$ cat src/hw/rtl/flpc_ram.sv
// generic single-port-write, single-port-read ram with registered read
// no dependencies
`default_nettype none

module flpc_ram #(
  parameter int W = 8,
  parameter int D = 16
) (
  input  wire logic                 clk,
  input  wire logic                 we,
  input  wire logic [$clog2(D)-1:0] waddr,
  input  wire logic [W-1:0]         wdata,
  input  wire logic [$clog2(D)-1:0] raddr,
  output logic      [W-1:0]         rdata
);

  logic [W-1:0] mem [D];

  always_ff @(posedge clk) begin
    if (we) begin
      mem[waddr] <= wdata;
    end
    rdata <= mem[raddr];
  end

endmodule

`default_nettype wire

$ cat config.mk
export PLATFORM = sky130hd
export DESIGN_NAME = flpc_ram
export DESIGN_NICKNAME = d
export VERILOG_FILES = /design/src/hw/rtl/flpc_ram.sv
export SDC_FILE = /design/constraint.sdc
export NUM_CORES = 1
export LEC_CHECK = 0
export ABC_AREA = 0
export CAP_MARGIN = 20
export CORE_MARGIN = 1
export CORE_UTILIZATION = 43
export CTS_CLUSTER_DIAMETER = 80
export DETAILED_ROUTE_END_ITERATION = 7
export DONT_BUFFER_PORTS = 1
export GPL_ROUTABILITY_DRIVEN = 0
export HOLD_SLACK_MARGIN = 0.08
export SETUP_SLACK_MARGIN = 0.15
export SYNTH_ARGS = -nofsm -noshare
export SYNTH_HDL_FRONTEND = slang
export SYNTH_SLANG_ARGS = --single-unit
$ cat constraint.sdc
create_clock -name clk -period 3.1 [get_ports clk]
set_clock_uncertainty 0.1 [all_clocks]
set_input_delay 0.155 -clock clk [delete_from_list [all_inputs] [get_ports clk]]
set_output_delay 0.155 -clock clk [all_outputs]
set_load 0.01 [all_outputs]
==> results.ini <==
[clock_network]
cts_tree=yes
cts_buffers=17
cts.root.buffer_cell=clkbuf_16
htree_levels=4
path_clk_slew_ps=60
cts.path.max_buffers=2
cts.sink_count=136
clkLatencyLatePin_ps=410
cts_setup_buffers=0

[setup_path]
r2r_cells=5
critPathBufInv=2
crit_type=reg -> reg
reg2reg_to=rdata[3]
timing.critical_path.mode_cell=dlygate4sd3_1
slowest_delay_ps=580
r2r-start=mem[5][3]
worstPathArrival_ps=2560
worst_path_max_delay_cell=dlygate4sd3_1
path_delay_family=buffers and inverters
r2r_setup_slack_ps=740
critical_path.cell_chain=mux4_1, dlygate4sd3_1, a22oi_2, nand2_1, dlygate4sd3_1
required_ps=3300
crit_fanout=1
cp-end-kind=flip-flop
crit_path_start_kind=flip-flop

[timing]
drv_slew=0
whs_ps=93.0
clock.fmax_mhz=424
worst_pin_slew_ps=958
rsz0062_at_grt=false
setup_violations=0
period_share=0.761
maxSlewHeadroom=0.359
hold_viol_final=0
final.min_clock_period_ps=2360
tns_ps=0

[power]
ir_drop_v=0.000477
power_density_mw_per_mm2=702
fin_total_pwr_mw=4.27
power.leakage_nw=1.99

[routing]
wl_um=9990
antenna_left=0
wl_per_cell_um=24.0
vias_per_cell=5.63
drt-initial-drc-count=259
met3WireLength_um=757
wl_met2_um=4720
top_layer=met4
vias=2346
dr.pass1.iters=6
post-route-drc-count=2
wl_met1_um=4390

[logic_synthesis]
syn-cell-area_mm2=0.00515
synth.top_cell.area_share=0.747
ys_seq_area_frac=0.778
synth_area_leader_cell=edfxtp_1
syn_inst=229
synth.net_count=247
yosys_warnings=0
synth_cell_types=19
synth_area_per_cell_um2=22.5
synth.area.top_cells=edfxtp_1 (75%), mux4_2 (7.9%), mux4_1 (7.1%)
yosys_register_bits=136

[final_layout]
multi_input_area_mm2=0.00106
area_growth_pct=18.3
layout-drive-gt1-share=0.208
final_cell_count_no_fill=417
nets=279
fillers=891
utilization=0.527
seqCellArea_mm2=0.00400
antenna_cells=0

[worst_hold_path]
min_from=raddr[0]
hold_depth=3
min_path_type=in -> reg
hold_end=rdata[6]

[placement]
dp.cells=366
hpwl_um=5780
port_buffers=0

[run_status]
violations=design-rule violations
outcome=finished, violations left

[floorplan]
dieArea_mm2=0.0124
rows=39
dieHeight_um=111
start_util=0.445
pin_count=26
die_x_um=111
fp.coreArea_mm2=0.0116

[grt]
grt_first_pass_wirelength_um=15300
grt_pass1_vias=2370
grt_max_degree=29
gr-total-overflow=0
grt_use_total=0.181
antenna_found_initial=0

[flow_run]
drv_cap=0

-- how the worst max path moves through the flow --
| stage | startpoint | to | slack [ps] | cells after the start |
|---|---|---|---|---|
| finish | mem[5][3] | rdata[3] | 740 | 5 |
| global route | mem[5][3] | rdata[3] | 650 | 5 |
| CTS | mem[5][3] | rdata[3] | 200 | 6 |
| detailed placement | waddr[2] | mem[1][4] | 1320 | 2 |
| global placement | waddr[2] | mem[1][4] | 1360 | 2 |
| floorplan | waddr[2] | mem[0][0] | 1350 | 2 |
-- through the flow --
stage	worst slack, ps	cell area [um2]
2_1_floorplan	1350	5150
3_3_place_gp	1360	5270
3_5_place_dp	1320	5270
4_1_cts	200	6070
5_1_grt	649	6090
6_report	741	6090
-- cells by family (layout without fill, tap and decap cells) --
family	count (synthesis)	in the layout	share of synthesized area
AOI/OAI and AO/OA	16	16	0.0233
buffers and inverters	10	55	0.0168
DFF	136	136	0.778
muxes	32	32	0.150
and+or+nand+nor	35	35	0.0318
-- placed cells by master, fill, tap and decap left out, types with 3 or more instances in the layout --
cell type / Yosys / routed
nand2_1: 9 / 9
bufinv_16: 0 / 3
buf_4: 1 / 4
clkbuf_16: 0 / 17
mux4_2: 18 / 18
edfxtp_1: 128 / 128
dlygate4sd3_1: 0 / 17
mux4_1: 14 / 14
nor2_1: 13 / 13
nor3_1: 4 / 4
clkinv_4: 0 / 4
a22oi_1: 16 / 15
dfxtp_1: 8 / 8
clkinvlp_4: 0 / 3
-- flip-flops by register name (all words and copies together) (netlist names) --
signal and flops:
mem 128, rdata 8
-- synthesized netlist by cell type --
| cell type | instances |
|---|---|
| edfxtp_1 | 128 |
| mux4_2 | 18 |
| a22oi_1 | 16 |
| mux4_1 | 14 |
| nor2_1 | 13 |
| nand2_1 | 9 |
| dfxtp_1 | 8 |
| nor3_1 | 4 |
| buf_2 | 3 |
| buf_6 | 3 |
| clkdlybuf4s25_2 | 3 |
| nand2b_1 | 2 |
| nand3b_1 | 2 |
| and2_1 | 1 |
| and2b_1 | 1 |
| buf_4 | 1 |
| nand3_1 | 1 |
| nor2b_1 | 1 |
| or3b_2 | 1 |
-- report_power, final --
| group | total, mW | leakage (nW) | internal [mW] | switching, mW |
|---|---|---|---|---|
| sequential | 2.07 | 1.22 | 2.06 | 0.0167 |
| combinational | 0.176 | 0.483 | 0.0796 | 0.0959 |
| clock | 2.02 | 0.287 | 1.27 | 0.755 |
-- cell type report --
cell class,count,share of cell area
Sequential cell,136,0.657
Multi-Input combinational cell,83,0.174
Clock buffer,18,0.0705
Timing Repair Buffer,23,0.0394
Tap cell,143,0.0294
Clock inverter,14,0.0288
-- worst reg2reg max path: stages (launching register included) --
cell and delay (ps):
edfxtp_1 350, mux4_1 490, dlygate4sd3_1 580, a22oi_2 120, nand2_1 60, dlygate4sd3_1 550
-- routing by layer --
layer  vias up  track usage
met3         9       0.0490
li1       1043            -
met1      1206        0.265
met5         -            0
met2        88        0.257
met4         0       0.0739
-- what timing repair did --
action,4_1_cts,5_1_grt
hold endpoints to repair,168,2
gates resized for setup,0,1
hold buffers,18,2
setup endpoints to repair,0,1
No activity file was read; power rests on OpenSTA's default activity.
