File: src/hw/rtl/flpc_pkg.sv
// shared types, constants and helpers of the flow table core
// no dependencies; used by flpc_hash, the core and the checker
`default_nettype none

package flpc_pkg;

  localparam int CAPACITY    = 4096;
  localparam int PROBE_DEPTH = 32;
  localparam int SLOT_W      = $clog2(CAPACITY);
  localparam int CNT_W       = SLOT_W + 1;
  localparam int PI_W        = $clog2(PROBE_DEPTH + 1);
  localparam int TO_W        = 40;
  localparam int LIM_W       = 13;
  localparam int CMP_W       = (CNT_W > LIM_W) ? CNT_W : LIM_W;
  localparam int TIME_W      = 64;
  localparam int K0_W        = 64;
  localparam int K1_W        = 40;
  localparam int OUT_SLOT_W  = 12;
  localparam int OUT_CNT_W   = 13;
  localparam int IN_SLOT_W   = 12;
  localparam int CFG_IDX_W   = 2;
  localparam int CFG_W       = 40;

  localparam logic [63:0] MIX_C1 = 64'hff51afd7ed558ccd;
  localparam logic [63:0] MIX_C2 = 64'hc4ceb9fe1a85ec53;

  localparam logic [7:0] PROTO_TCP  = 8'd6;
  localparam logic [7:0] PROTO_ICMP = 8'd1;

  localparam logic [TO_W-1:0]  TCP_TO_RST  = 40'd300000000;
  localparam logic [TO_W-1:0]  UDP_TO_RST  = 40'd60000000;
  localparam logic [TO_W-1:0]  ICMP_TO_RST = 40'd30000000;
  localparam logic [LIM_W-1:0] LIMIT_RST   = 13'd1024;

  typedef enum logic [2:0] {
    OP_LOOKUP = 3'd0,
    OP_FIND   = 3'd1,
    OP_REMOVE = 3'd2,
    OP_EXPIRE = 3'd3,
    OP_FLUSH  = 3'd4
  } op_t;

  typedef enum logic [2:0] {
    ST_HIT       = 3'd0,
    ST_CREATED   = 3'd1,
    ST_NOT_FOUND = 3'd2,
    ST_FULL      = 3'd3,
    ST_REMOVED   = 3'd4,
    ST_EXPIRED   = 3'd5,
    ST_KEPT      = 3'd6,
    ST_FLUSHED   = 3'd7
  } status_t;

  typedef enum logic [CFG_IDX_W-1:0] {
    CFG_TCP   = 2'd0,
    CFG_UDP   = 2'd1,
    CFG_ICMP  = 2'd2,
    CFG_LIMIT = 2'd3
  } cfg_idx_t;

  typedef enum logic [3:0] {
    S_CLEAR,
    S_IDLE,
    S_HASH,
    S_PROBE,
    S_SLOT,
    S_EXPIRE,
    S_CHECK,
    S_SCAN,
    S_TMPRD,
    S_DONE
  } fsm_t;

  typedef struct packed {
    logic valid;
    logic tomb;
  } slot_st_t;

  typedef struct packed {
    logic [K0_W-1:0]   k0;
    logic [K1_W-1:0]   k1;
    logic [TIME_W-1:0] created;
    logic [TIME_W-1:0] last;
    logic              http;
    logic [SLOT_W-1:0] pdist;
  } entry_t;

  typedef struct packed {
    logic [K0_W-1:0]   k0;
    logic [K1_W-1:0]   k1;
    logic [TIME_W-1:0] created;
    logic [TIME_W-1:0] last;
    logic              http;
  } flow_t;

  typedef struct packed {
    logic            start;
    logic [K0_W-1:0] k0;
    logic [K1_W-1:0] k1;
  } hash_req_t;

  typedef struct packed {
    status_t           status;
    logic [SLOT_W-1:0] slot;
    entry_t            ent;
  } result_t;

  function automatic logic is_http(input logic [7:0] pr, input logic [15:0] spt);
    logic port_hit;
    port_hit = (spt == 16'd80) || (spt == 16'd8080) || (spt == 16'd8000) ||
               (spt == 16'd8888) || (spt == 16'd3128);
    return (pr == PROTO_TCP) && port_hit;
  endfunction

endpackage

`default_nettype wire

File: src/hw/rtl/flpc_hash.sv
// home slot hash: murmur3 64-bit finalizer of k0 ^ fmix(k1)
// depends on flpc_pkg; one shared 32x32 multiplier, 18 steps
`default_nettype none

module flpc_hash (
  input  wire logic                      clk,
  input  wire logic                      rst_n,
  input  wire flpc_pkg::hash_req_t       req,
  output logic                           done,
  output logic [flpc_pkg::SLOT_W-1:0]    home
);
  import flpc_pkg::*;

  logic              busy_r, busy_nxt;
  logic              pass_r, pass_nxt;
  logic [3:0]        step_r, step_nxt;
  logic [63:0]       x_r, x_nxt;
  logic [63:0]       k0_r, k0_nxt;
  logic [63:0]       acc_r, acc_nxt;
  logic [63:0]       prod_r, prod_nxt;
  logic              done_r, done_nxt;
  logic [SLOT_W-1:0] home_r, home_nxt;
  logic [63:0]       y, mix0, t, fin, cst;
  logic [31:0]       mul_a, mul_b;

  always_comb begin
    y    = pass_r ? (x_r ^ k0_r) : x_r;
    mix0 = y ^ (y >> 33);
    t    = acc_r + {prod_r[31:0], 32'd0};
    fin  = t ^ (t >> 33);
    cst  = (step_r < 4'd4) ? MIX_C1 : MIX_C2;
    mul_a = ((step_r == 4'd2) || (step_r == 4'd6)) ? x_r[63:32] : x_r[31:0];
    mul_b = ((step_r == 4'd3) || (step_r == 4'd7)) ? cst[63:32] : cst[31:0];
    prod_nxt = {32'd0, mul_a} * {32'd0, mul_b};

    busy_nxt = busy_r;
    pass_nxt = pass_r;
    step_nxt = step_r;
    x_nxt    = x_r;
    k0_nxt   = k0_r;
    acc_nxt  = acc_r;
    done_nxt = 1'b0;
    home_nxt = home_r;

    if (req.start) begin
      busy_nxt = 1'b1;
      pass_nxt = 1'b0;
      step_nxt = 4'd0;
      x_nxt    = {24'd0, req.k1};
      k0_nxt   = req.k0;
    end else if (busy_r) begin
      step_nxt = step_r + 4'd1;
      case (step_r)
        4'd0: x_nxt = mix0;
        4'd2, 4'd6: acc_nxt = prod_r;
        4'd3, 4'd7: acc_nxt = t;
        4'd4: x_nxt = fin;
        4'd8: begin
          x_nxt = fin;
          if (pass_r) begin
            busy_nxt = 1'b0;
            done_nxt = 1'b1;
            home_nxt = fin[SLOT_W-1:0];
          end else begin
            pass_nxt = 1'b1;
            step_nxt = 4'd0;
          end
        end
        default: ;
      endcase
    end
  end

  always_ff @(posedge clk) begin
    if (!rst_n) begin
      busy_r <= 1'b0;
      done_r <= 1'b0;
    end else begin
      busy_r <= busy_nxt;
      done_r <= done_nxt;
    end
    pass_r <= pass_nxt;
    step_r <= step_nxt;
    x_r    <= x_nxt;
    k0_r   <= k0_nxt;
    acc_r  <= acc_nxt;
    prod_r <= prod_nxt;
    home_r <= home_nxt;
  end

  assign done = done_r;
  assign home = home_r;

endmodule

`default_nettype wire

File: config.mk
export PLATFORM = sky130hd
export DESIGN_NAME = flpc_hash
export DESIGN_NICKNAME = d
export VERILOG_FILES = /design/src/hw/rtl/flpc_pkg.sv /design/src/hw/rtl/flpc_hash.sv
export SDC_FILE = /design/constraint.sdc
export NUM_CORES = 2
export LEC_CHECK = 0
export BUFFER_PORTS_ARGS = -buffer_cell sky130_fd_sc_hd__buf_2
export CELL_PAD_IN_SITES_DETAIL_PLACEMENT = 0
export CELL_PAD_IN_SITES_GLOBAL_PLACEMENT = 1
export CORE_AREA = 2 2 303 455
export DETAILED_ROUTE_END_ITERATION = 8
export DIE_AREA = 0 0 305 457
export PLACE_DENSITY_LB_ADDON = 0.08
export SLEW_MARGIN = 20
export SYNTH_ARGS = -nofsm -noshare
export SYNTH_HDL_FRONTEND = slang
export SYNTH_SLANG_ARGS = --single-unit
File: constraint.sdc
create_clock -name clk -period 12.1 [get_ports clk]
set_input_delay 2.42 -clock clk [delete_from_list [all_inputs] [get_ports clk]]
set_output_delay 2.42 -clock clk [all_outputs]
set_load 0.01 [all_outputs]
==> results.cfg <==
[floorplanning]
dieArea_mm2 = 0.139
coreArea_mm2 = 0.136
io_pins = 120
start_util_pct = 31.7
die_w_um = 305
die_h_um = 457
fp-row-count = 166

[sta]
slew_viol_final = 0
fin_skew_ns = 0.0278
hold_viol_final = 0
fmax_mhz = 93.3
fin_crit_sh_pct = 88.5
finalSetupViolations = 0
post-route-min-period_ns = 10.71
rsz0062_at_grt = no
worstMarginPinSlew_ns = 1.18
slew_headroom_pct = 20.8
setup_tns_ns = 0

[route]
vias = 30700
drt_iter0_drc = 1771
ant_nets = 0
routedWlPerCell_um = 27.9
viasPerCell = 4.89
drc_errors = 0
routed_wl_um = 175000
first_pass_iters = 7

[cts]
clk_pin_slew_worst_paths_ns = 0.07
hold_buffers = 0
post_cts_resized = 0
postCtsSetupRepairBufs = 0
clock_path_buffers = 3
clkLatencyLatePin_ns = 0.60
cts_buffers = 25
cts_tree = built
cts.htree.levels = 1
root_buffer = clkbuf_16
cts_sinks = 275

[final_layout]
drive_gt1_share_pct = 6.86
final_cell_area_mm2 = 0.0467
syn2layout_area_growth_pct = 8.53
fill_cells = 14200
nets = 5763

[min_path]
hp-class = flop to flop
worstHoldPathCells = 2
holdPathEnd = acc_r[47]
hold_start = prod_r[47]

[worst_setup_path]
worst_setup_path_end_kind = flop
arrival_ns = 11.24
critPathLaunchType = flop
critPathMaxFanout = 20
cpMaxStageDelayCell = mux2i_1
required_ns = 12.63
reg2reg_setup_slack_ns = 1.39
worstReg2RegStart = step_r[0]
crit_type = flop to flop
rr_endpoint = prod_r[61]
cp_slowest_stage_delay_ns = 0.77
r2r_cells = 32

[synthesis]
synth_seq_cells = 275
async_reset_ff_share_pct = 0
synth-edff-count = 180
yosys.area.top_type = fa_1
synthMostInstantiatedCell = inv_1
syn_area_mm2 = 0.0430
ys_top_cells_by_count = inv_1, fa_1, ha_1, nand2_1, nor2_1
syn_nets = 5715
synthCells = 4438
yosysTopAreaCellShare_pct = 35.8
ys_seq_area_share_pct = 17.0
postSynthAreaPerCell_um2 = 9.70
synth-warning-count = 0
synth.distinct_cells = 76
ys.flop_type = edfxtp_1
synth_area_leaders = fa_1, edfxtp_1, ha_1

[global_routing]
grt_remaining_overflow = 0
antenna_found_initial = 5
grt_first_pass_wirelength_um = 249000
grt_util_all_layers_pct = 25.1
grt_pass1_vias = 34000
grt_max_degree = 73

[status]
status = complete, no violations

[place]
dp_hpwl_um = 152000
gp_congestion = 0.915
place_area_mm2 = 0.0458
io_buffers = 119

[job]
drv_cap = 0
state kept, by name, summed over array words and instances (netlist names):
name	cells
acc_r	64
k0_r	64
prod_r	64
x_r	64
home	12
step_r	4
busy_r	1
done	1
pass_r	1
through the flow:
stage / setup WS (ns) / std cells / utilization [%] / hold WS, ns
2_1_floorplan: 2.93 / 4438 / - / 0.473
3_3_place_gp: 1.39 / 6223 / 33.8 / 0.489
3_5_place_dp: 1.41 / 6223 / 33.8 / 0.498
4_1_cts: 1.36 / 6269 / 34.4 / 0.513
5_1_grt: 0.905 / 6270 / 34.4 / 0.531
6_report: 1.39 / 6270 / 34.4 / 0.507
cell type report:
| class | count | area [µm²] | share of cell area, % |
|---|---|---|---|
| sequential | 275 | 7310 | 15.6 |
| clock buffer | 36 | 761 | 1.63 |
| timing repair buffer | 192 | 1150 | 2.46 |
| antenna | 1 | 2.50 | 0.00536 |
| inverter | 950 | 3570 | 7.63 |
| tap | 1764 | 2210 | 4.72 |
| multi-input combinational | 3042 | 31600 | 67.6 |
| clock inverter | 10 | 125 | 0.268 |
logic make-up (layout without fill, tap and decap cells):
family	Yosys count	in the layout	share of synthesized area [%]
AOI/OAI and AO/OA	624	624	9.00
xor gates and xnor gates	279	279	5.71
adders and majority gates	1175	1175	47.5
buffers and inverters	1121	1188	9.80
DFF	275	275	17.0
muxes	34	34	0.823
other	1	2	0.00871
and+or+nand+nor	929	929	10.2
critical path, delay by kind of cell (launching register included):
family                     cells  cell delay, ns
muxes                          1            0.77
xor gates and xnor gates       1            0.15
AOI/OAI and AO/OA              8            2.32
adders and majority gates     10            3.87
buffers and inverters          6            1.37
DFF                            1            0.40
and+or+nand+nor                6            1.70
layer usage:
| layer | GRT usage, % | share of wire [%] |
|---|---|---|
| met2 | 48.4 | 55 |
| met5 | 0 | 0 |
| met4 | 10.2 | 4.7 |
| met3 | 0.811 | 2.0 |
| met1 | 28.7 | 38 |
layout by cell type, fill, tap and decap left out, types with 12 or more instances in the layout:
| master | Yosys | layout |
|---|---|---|
| a21oi_1 | 205 | 204 |
| a21o_1 | 110 | 110 |
| nor3_1 | 31 | 29 |
| dfxtp_1 | 95 | 94 |
| mux2i_1 | 23 | 20 |
| nor2b_1 | 35 | 35 |
| fa_1 | 769 | 769 |
| inv_1 | 946 | 945 |
| nor2_1 | 261 | 260 |
| buf_2 | 7 | 118 |
| nor3b_1 | 20 | 20 |
| xnor2_1 | 138 | 138 |
| buf_4 | 0 | 73 |
| xor2_1 | 140 | 140 |
| nand2b_1 | 50 | 48 |
| nand4_1 | 22 | 22 |
| o21ai_1 | 22 | 22 |
| and3_1 | 22 | 22 |
| or2_2 | 32 | 32 |
| edfxtp_1 | 180 | 180 |
| o22ai_1 | 12 | 12 |
| nand2_1 | 312 | 311 |
| o21ai_0 | 130 | 130 |
| clkbuf_16 | 0 | 28 |
| a31oi_1 | 23 | 22 |
| ha_1 | 401 | 397 |
| nand3_1 | 23 | 23 |
| o21bai_1 | 18 | 18 |
| a211oi_1 | 16 | 16 |
| and2_1 | 91 | 90 |
worst max-delay path by stage:
stage	from	to	slack (ns)	cells past startpoint
final	step_r[0]	prod_r[61]	1.39	32
after floorplan	step_r[2]	prod_r[60]	2.93	32
after CTS	step_r[0]	prod_r[61]	1.36	32
after detailed placement	step_r[0]	prod_r[61]	1.41	32
after global placement	step_r[0]	prod_r[61]	1.39	30
after global routing	step_r[0]	prod_r[61]	0.91	32
Power is left out: the tool's default activity adds up to more than one toggle a clock period on the data nets, which glitch-free logic cannot reach.
